File: src/rtl/gfa_pkg.sv
// Package of the fixed-point ALU: commands, widths and the stage payload type.
package gfa_pkg;
  localparam int unsigned NumStages = 16;
  localparam int unsigned DivBits = 15;
  localparam int unsigned DataBytes = 13;

  typedef enum logic [3:0] {
    CmdAdd   = 4'd0,
    CmdSub   = 4'd1,
    CmdMult  = 4'd2,
    CmdMultR = 4'd3,
    CmdAbs   = 4'd4,
    CmdDiv   = 4'd5,
    CmdLMult = 4'd6,
    CmdLAdd  = 4'd7,
    CmdLSub  = 4'd8,
    CmdNorm  = 4'd9
  } cmd_e;

  // Work carried from one cell to the next.
  typedef struct packed {
    logic        valid;
    logic [3:0]  cmd;
    logic [15:0] num;     // division remainder
    logic [15:0] den;
    logic [14:0] quot;
    logic [31:0] res;     // result of every command except divide
    logic        inv;
    logic        skip;    // divide already settled (equal or invalid)
  } stage_t;
endpackage

File: src/rtl/gsm_fixed_point_alu.sv
// Pipelined GSM 06.10 fixed-point ALU. One operation is accepted every cycle
// while the output is not stalled: one cell computes all commands but the divide
// quotient into its register, then a chain of 15 divide cells each forms one
// quotient bit, and the output is taken from the last cell.
// The whole chain advances whenever the output register is empty or taken.
module gsm_fixed_point_alu (
  input  logic        clk_i,
  input  logic        rst_ni,
  input  logic        s_axis_tvalid,
  output logic        s_axis_tready,
  input  logic [103:0] s_axis_tdata,  // command, short_a, short_b, long_a, long_b
  output logic        m_axis_tvalid,
  input  logic        m_axis_tready,
  output logic [39:0] m_axis_tdata    // result, invalid
);
  import gfa_pkg::*;

  stage_t chain [DivBits+1];
  logic   en;
  stage_t last;
  logic [31:0] res;

  assign en = !chain[DivBits].valid || m_axis_tready;
  assign s_axis_tready = en;

  gfa_front u_front (
    .clk_i, .rst_ni, .en_i(en),
    .valid_i(s_axis_tvalid),
    .command_i(s_axis_tdata[3:0]),
    .short_a_i(s_axis_tdata[19:4]),
    .short_b_i(s_axis_tdata[35:20]),
    .long_a_i(s_axis_tdata[67:36]),
    .long_b_i(s_axis_tdata[99:68]),
    .stage_o(chain[0])
  );

  for (genvar g = 0; g < DivBits; g++) begin : g_div
    gfa_div_cell u_cell (
      .clk_i, .rst_ni, .en_i(en),
      .stage_i(chain[g]), .stage_o(chain[g+1])
    );
  end

  assign last = chain[DivBits];
  assign res = (last.cmd == CmdDiv) ? (last.inv ? 32'd0 : {17'd0, last.quot}) : last.res;
  assign m_axis_tvalid = last.valid;
  assign m_axis_tdata  = {7'd0, last.inv, res};
endmodule

File: src/rtl/gfa_front.sv
// First cell: computes every command but the divide quotient and prepares the divide.
module gfa_front (
  input  logic                clk_i,
  input  logic                rst_ni,
  input  logic                en_i,
  input  logic                valid_i,
  input  logic [3:0]          command_i,
  input  logic signed [15:0]  short_a_i,
  input  logic signed [15:0]  short_b_i,
  input  logic signed [31:0]  long_a_i,
  input  logic signed [31:0]  long_b_i,
  output gfa_pkg::stage_t     stage_o
);
  import gfa_pkg::*;

  stage_t stage_d, stage_q;
  logic signed [31:0] prod;
  logic signed [32:0] sum16, lsum;
  logic signed [31:0] rnd;
  logic               minmin;
  logic [31:0]        nx;
  logic [4:0]         cnt;
  logic               found;

  always_comb begin
    prod   = short_a_i * short_b_i;
    minmin = (short_a_i == -16'sd32768) && (short_b_i == -16'sd32768);
    rnd    = prod + 32'sd16384;
    sum16  = 33'sd0;
    lsum   = 33'sd0;
    nx     = long_a_i[31] ? ~long_a_i : long_a_i;
    cnt    = 5'd0;
    found  = 1'b0;
    for (int i = 30; i >= 0; i--) begin
      if (!found && nx[i]) begin
        found = 1'b1;
        cnt   = 5'(30 - i);
      end
    end
    if (!found) cnt = 5'd31;
    stage_d       = '0;
    stage_d.valid = valid_i;
    stage_d.cmd   = command_i;
    stage_d.num   = short_a_i;
    stage_d.den   = short_b_i;
    case (command_i)
      CmdAdd, CmdSub: begin
        sum16 = (command_i == CmdAdd) ? 33'(short_a_i) + 33'(short_b_i)
                                      : 33'(short_a_i) - 33'(short_b_i);
        if (sum16 > 33'sd32767) stage_d.res = 32'sd32767;
        else if (sum16 < -33'sd32768) stage_d.res = -32'sd32768;
        else stage_d.res = sum16[31:0];
      end
      CmdMult: stage_d.res = minmin ? 32'sd32767 : 32'(prod >>> 15);
      CmdMultR: stage_d.res = minmin ? 32'sd32767 : 32'(rnd >>> 15);
      CmdAbs: begin
        if (short_a_i == -16'sd32768) stage_d.res = 32'sd32767;
        else if (short_a_i[15]) stage_d.res = -32'(short_a_i);
        else stage_d.res = 32'(short_a_i);
      end
      CmdDiv: begin
        if (short_a_i[15] || short_b_i < short_a_i) begin
          stage_d.inv  = 1'b1;
          stage_d.skip = 1'b1;
        end else if (short_a_i == short_b_i) begin
          stage_d.quot = 15'h7fff;
          stage_d.skip = 1'b1;
        end
      end
      CmdLMult: stage_d.res = minmin ? 32'h7fffffff : {prod[30:0], 1'b0};
      CmdLAdd, CmdLSub: begin
        lsum = (command_i == CmdLAdd) ? 33'(long_a_i) + 33'(long_b_i)
                                      : 33'(long_a_i) - 33'(long_b_i);
        if (lsum[32] != lsum[31]) stage_d.res = lsum[32] ? 32'h80000000 : 32'h7fffffff;
        else stage_d.res = lsum[31:0];
      end
      CmdNorm: begin
        if (long_a_i == 32'sd0 || long_a_i == 32'h80000000 || long_a_i == 32'hc0000000)
          stage_d.res = 32'd0;
        else stage_d.res = 32'(cnt);
      end
      default: stage_d.res = 32'd0;
    endcase
  end

  always_ff @(posedge clk_i or negedge rst_ni) begin
    if (!rst_ni) begin
      stage_q <= '0;
    end else if (en_i) begin
      stage_q <= stage_d;
    end
  end

  assign stage_o = stage_q;
endmodule

File: src/rtl/gfa_div_cell.sv
// Divide cell: one restoring quotient bit, then hands the item on.
module gfa_div_cell (
  input  logic            clk_i,
  input  logic            rst_ni,
  input  logic            en_i,
  input  gfa_pkg::stage_t stage_i,
  output gfa_pkg::stage_t stage_o
);
  import gfa_pkg::*;

  stage_t stage_d, stage_q;
  logic [16:0] shifted;
  logic        ge;

  always_comb begin
    stage_d = stage_i;
    shifted = {stage_i.num, 1'b0};
    ge      = shifted >= {1'b0, stage_i.den};
    if (stage_i.cmd == CmdDiv && !stage_i.skip) begin
      stage_d.quot = {stage_i.quot[13:0], ge};
      stage_d.num  = ge ? 16'(shifted - {1'b0, stage_i.den}) : shifted[15:0];
    end
  end

  always_ff @(posedge clk_i or negedge rst_ni) begin
    if (!rst_ni) begin
      stage_q <= '0;
    end else if (en_i) begin
      stage_q <= stage_d;
    end
  end

  assign stage_o = stage_q;
endmodule

File: config.mk
export PLATFORM = sky130hd
export DESIGN_NAME = gsm_fixed_point_alu
export DESIGN_NICKNAME = d
export VERILOG_FILES = /design/src/rtl/gfa_pkg.sv /design/src/rtl/gsm_fixed_point_alu.sv /design/src/rtl/gfa_front.sv /design/src/rtl/gfa_div_cell.sv
export SDC_FILE = /design/constraint.sdc
export NUM_CORES = 2
export LEC_CHECK = 0
export BUFFER_PORTS_ARGS = -buffer_cell sky130_fd_sc_hd__buf_4
export CAP_MARGIN = 15
export CORE_MARGIN = 10
export CORE_UTILIZATION = 60
export DETAILED_ROUTE_END_ITERATION = 7
export PLACE_DENSITY = 0.87
export SETUP_SLACK_MARGIN = 0.05
export SLEW_MARGIN = 20
export SYNTH_ARGS = -nofsm -noshare
export SYNTH_HDL_FRONTEND = slang
export SYNTH_SLANG_ARGS = --single-unit
File: constraint.sdc
create_clock -name clk_i -period 6.6 [get_ports clk_i]
set_input_delay 0.99 -clock clk_i [delete_from_list [all_inputs] [get_ports clk_i]]
set_output_delay 0.99 -clock clk_i [all_outputs]
set_load 0.005 [all_outputs]
# Yosys cells after proc, flatten, opt, wreduce, memory -nomap -nowiden
# Cells that the tools add are included.
# Widths: inputs -> output; s select.
# totals
reg_bits	1343
input_bits	108
output_inout_bits	42
word_cells	424
# op_classes
n_addsub	20
mul	1
order_cmp	18
eq_ne	31
n_mux	128
bitwise_logic	1
n_reduce_logical	100
# ops
op	n
$mux 16	28
$mux 32	10
$mux 15	19
$ge 17x16->1	15
$pmux 32 s7	1
$sub 16x16->16	14
$mux 5	31
$eq 4x3->1 const B	20
$mux 33	2
$eq 32x32->1 const B	2
$logic_and 1x1->1	46
$logic_not 1->1	46
$mux 1	35
$add 32x32->33	1
$gt 33x16->1 const B	1
$lt 33x16->1 const B	1
$sub 32x32->33	1
$add 32x16->32 const B	1
$eq 16x16->1 const B	2
$logic_not 32->1	1
$mul 16x16->32	1
$neg 16->32	1
$mux 31	1
$not 31->31	1
other kinds (12)	18

# Depth between registers and ports, before layout
# depth
depth_word	96
depth_mapped	30
mapped_depth_nobuf	28

# Hierarchy
# A second synthesis with hierarchy kept.
# hier_totals
hier_cells	9389
hier_area_um2	90022.6
# modules_own_cells
mod	n_inst	cells_per_inst	area_per_inst_um2	seq_area_each_um2
gfa_div_cell	15	460	4653.2	2152.1
gfa_front	1	2427	19690.1	1801.7
gsm_fixed_point_alu	1	62	534.3	0.0

# Worst setup path before layout
# Ideal clock, no wire load.
# synth_timing
path_type	input port to flip-flop
from	in s_axis_tdata[19]
to	reg u_front.stage_q (netlist bit u_front.stage_o[31])
arrival_time_ns	8.916
path_slack_ns	-2.462
path_stages	28
path_buffers	4
cell_sequence	clkbuf_1 -> clkbuf_1 -> clkbuf_1 -> nand2_1 -> inv_1 -> fa_1 -> inv_1 -> fa_1 -> inv_1 -> fa_1 -> fa_1 -> fa_1 -> inv_1 -> fa_1 -> inv_1 -> ha_1 -> and3_1 -> and3_1 -> a221o_1 -> a31o_2 -> nor2_1 -> xnor2_1 -> or4_1 -> nor3_1 -> and4_1 -> mux2i_1 -> clkbuf_1 -> nand4_1
# synth_between
elab_chain_len	6
elab_cells_between_ends	18
# synth_rtl
element	line	rtl
start: declaration	gsm_fixed_point_alu.sv:11	input logic [103:0] s_axis_tdata,
branches (longest 5 deep; another with $mul 16x16->32)	n/a	
$pmux 32 s7 (*)	gfa_front.sv:46	case (command_i)
end signal: assignment	gfa_front.sv:90	stage_q <= stage_d;
end: declaration	gfa_front.sv:16	stage_t stage_d, stage_q;
# Every way passes the cells marked *.
# A chain may end at the register's enable or synchronous reset.

# Worst setup path after layout
# layout_timing
from	in s_axis_tdata[26]
to	reg u_front.stage_q (netlist bit u_front.stage_o[29])
# Same word-level chain as after synthesis.

==> impl_results.md <==
- Outcome: finished, violations left
- Failing checks: setup timing
- Crit end category: flop
- Crit path max-delay cell type: fa_1
- Synthesis-to-finish area growth: 13.6%
- Worst-path clk slew: 0.06 ns
- Gr usage total: 0.288
- Worst-margin pin slew: 1.14 ns
- Largest net degree at the start of global routing: 254
- Yosys warns: 0
- Worst path most repeated cell: fa_1
- R2R setup slack: 2.43 ns
- Min cycle time layout: 6.92 ns
- Achievable frequency: 0.144 GHz
- CP Capture Point: u_front.stage_o[29]
- Routed Antenna Nets: 0
- Worst Path Max Fanout: 16
- DRC errors left: 0
- Place WS: -1.50 ns
- Post-Route Setup TNS: -5.89 ns
- Unique masters post-synth: 76
- CORE AREA: 0.129 mm²
- Final hold violations: 0
- Synth Area in Compound Gates: 0.145
- Number of synthesized register bits: 1238
- Die height: 381 µm
- Final period utilization: 1.05
- Vias: 67492
- XOR/XNOR share of the synthesized area: 0.0233
- Crit start category: primary input
- Post-synthesis sequential area ratio: 0.397
- Skew-Pair Late Insertion Delay: 0.79 ns
- Max Cap Viol: 0
- Crit. Startpoint: s_axis_tdata[26]
- Mean Syn Cell Area: 8.26 µm²
- Largest family of logic cells by synthesized area: simple AND/OR/NAND/NOR gates
- Layout cells sized above 1: 0.0967
- First-pass GRT wire length: 346000 µm
- Die Footprint: 0.145 mm²
- Gr ovfl total: 0
- Crit-path max cell delay: 0.55 ns
- Port bufs: 138
- Path depth of the worst reg2reg path: 13
- Post-Route WL: 213000 µm
- Site row count: 132
- Vias per inst: 5.88
- WP depth: 29
- Dominant synthesized flop cell: dfrtp_1
- Hold Path Class: in2async
- CTS Sinks: 1238
- Worst-case clock buffer depth: 3
- Setup Skew: 0.0573 ns
- Most common cell after layout, fill and taps aside: nand2_1
- RSZ-0062 raised after global routing: true
- Number of global-route vias before repair: 66799
- Adder-Cell Fraction of Synth Area: 0.135
- Num CTS Buffers: 130
- Io pins: 150
- Data required time of the critical path: 7.22 ns
- Routed WL per cell: 18.6 µm
- Starting Density: 0.603
- CP arrival: 7.55 ns
- Post-Syn Area: 0.0780 mm²
- R2R Path End: g_div[11].u_cell.stage_o[66]
- Slew HR: 0.243
- Post-DP HPWL: 153000 µm
- Multiplexer share of the synthesized area: 0.0168
- # setup viols final: 24
- Final Net Count: 10414
- DIE WIDTH: 381 µm
- TritonCTS clock tree: yes
- Final worst setup slack: -0.324 ns
- Initial antenna violation count: 3
- FFs w/ async S/R, synth: 1.00
- Root Buffer: clkbuf_16
- Slew Viols, Final: 0
- Area of the multi-input gates: 0.0437 mm²
- Post-layout util: 0.685
- Post-Synthesis Cells: 9446
- Routability congestion estimate: 0.956
- Register Area: 0.0310 mm²
- DRT iter0 DRCs: 6694
- Post-synth EDFFs: 0
- DR pass1 iterations: 6
- CP Class: in2reg
- H-tree depth: 4
- Simple-gate portion of the synthesized area: 0.226
- WP buf/inv: 10
- Top delay family on crit path: adder cells
- Reg2reg start: g_div[10].u_cell.stage_o[50]
- Commonest non-fill, non-tap cells in the layout: 2802 x nand2_1, 1238 x dfrtp_1, 689 x o21ai_0
- Fill cells: 9914
==> layout make-up <==
class                   count  area share
well taps                1742      0.0246
diodes                      1   0.0000282
clock inverters            43     0.00898
multi-input cells        7036       0.494
clock buffers             188      0.0433
repair buffers            513      0.0494
flip-flops and latches   1238       0.350
inverters                 715      0.0305
==> through the flow <==
stage / instance area (µm²) / hold WS [ns] / std cells
global placement: 82900 / 0.444 / 11204
global route: 88600 / 0.191 / 11475
finish: 88600 / 0.142 / 11476
floorplan: 79000 / 0.430 / 9452
detailed placement: 82900 / 0.450 / 11204
CTS: 88100 / 0.201 / 11460
==> metal layers <==
layer  vias up  GRT usage  share of wire  routed length, µm
met4         2     0.0881          0.031               6650
met2      2383      0.484           0.48             103000
li1      31659          -              -                  -
met3       443     0.0443          0.066              14100
met5         -          0       0.000052                 11
met1     33005      0.382           0.42              89200
==> worst register-to-register path: stages, from the launching register on <==
cell	delay (ns)
dfrtp_1	0.45
inv_1	0.10
ha_1	0.32
nor2b_1	0.14
o21ai_0	0.22
a21boi_0	0.17
o21ai_0	0.23
a21boi_0	0.20
o21bai_1	0.30
a211oi_1	0.17
o21ai_0	0.52
nand2_1	0.66
mux2i_1	0.27
a221o_1	0.34
==> cell families (layout without fill, tap and decap cells) <==
logic type / Yosys count / count (layout)
AND/OR/NAND/NOR: 4159 / 4159
AO/OA/AOI/OAI: 1859 / 1859
flip-flops: 1238 / 1238
buffers and inverters: 1178 / 1459
adder cells (fa/ha/maj): 672 / 672
XOR/XNOR: 208 / 208
multiplexers: 131 / 131
other: 1 / 8
==> registers in the layout, summed over array words and instances (netlist names) <==
| signal | count |
|---|---|
| g_div.u_cell.stage_o | 1166 |
| u_front.stage_o | 72 |
==> synthesized netlist by cell type (15+ instances only) <==
library cell	number	area (µm²)
nor4_1	39	244
fa_1	279	5590
nand3_1	102	510
o211ai_1	37	278
a211oi_1	61	458
o311ai_0	15	131
nand2b_1	91	569
or2_2	16	100
a21boi_0	48	360
o21ai_0	705	3530
and2_1	121	757
xor2_1	80	701
o22ai_1	28	175
o21a_1	79	593
buf_1	22	82.6
o21bai_1	24	180
a21o_1	111	833
xnor2_1	128	1120
dfrtp_1	1238	31000
and3_1	95	594
clkbuf_1	428	1610
inv_1	714	2680
nand4_1	56	350
or3_1	104	651
o41ai_1	16	140
nand2_1	2812	10600
nor3_1	128	641
nor2_1	479	1800
o31a_1	21	184
o31ai_1	36	270
or4_1	16	120
a31oi_1	194	1210
a21oi_1	351	1760
ha_1	393	4920
mux2i_1	129	1290
nor2b_1	60	375
==> worst min path at each step <==
| stage | from | end | slack, ns | cells past startpoint |
|---|---|---|---|---|
| 2_1_floorplan | g_div[13].u_cell.stage_o[85] | g_div[13].u_cell.stage_o[85] | 0.43 | 2 |
| 3_3_place_gp | g_div[14].u_cell.stage_o[84] | g_div[14].u_cell.stage_o[84] | 0.44 | 2 |
| 3_5_place_dp | g_div[13].u_cell.stage_o[85] | g_div[13].u_cell.stage_o[85] | 0.45 | 2 |
| 4_1_cts | rst_ni | g_div[2].u_cell.stage_o[76] | 0.20 | 1 |
| 5_1_grt | rst_ni | g_div[2].u_cell.stage_o[76] | 0.19 | 1 |
| 6_report | rst_ni | g_div[2].u_cell.stage_o[76] | 0.14 | 1 |
==> repair_timing <==
item,CTS,global route
setup buffers,25,19
pin swaps,39,53
setup endpoints to repair,29,32
resized for setup,87,91
gates cloned,1,1
hold buffers,0,0
Power is left out: the tool's default activity adds up to more than one toggle a clock period on the data nets, which glitch-free logic cannot reach.
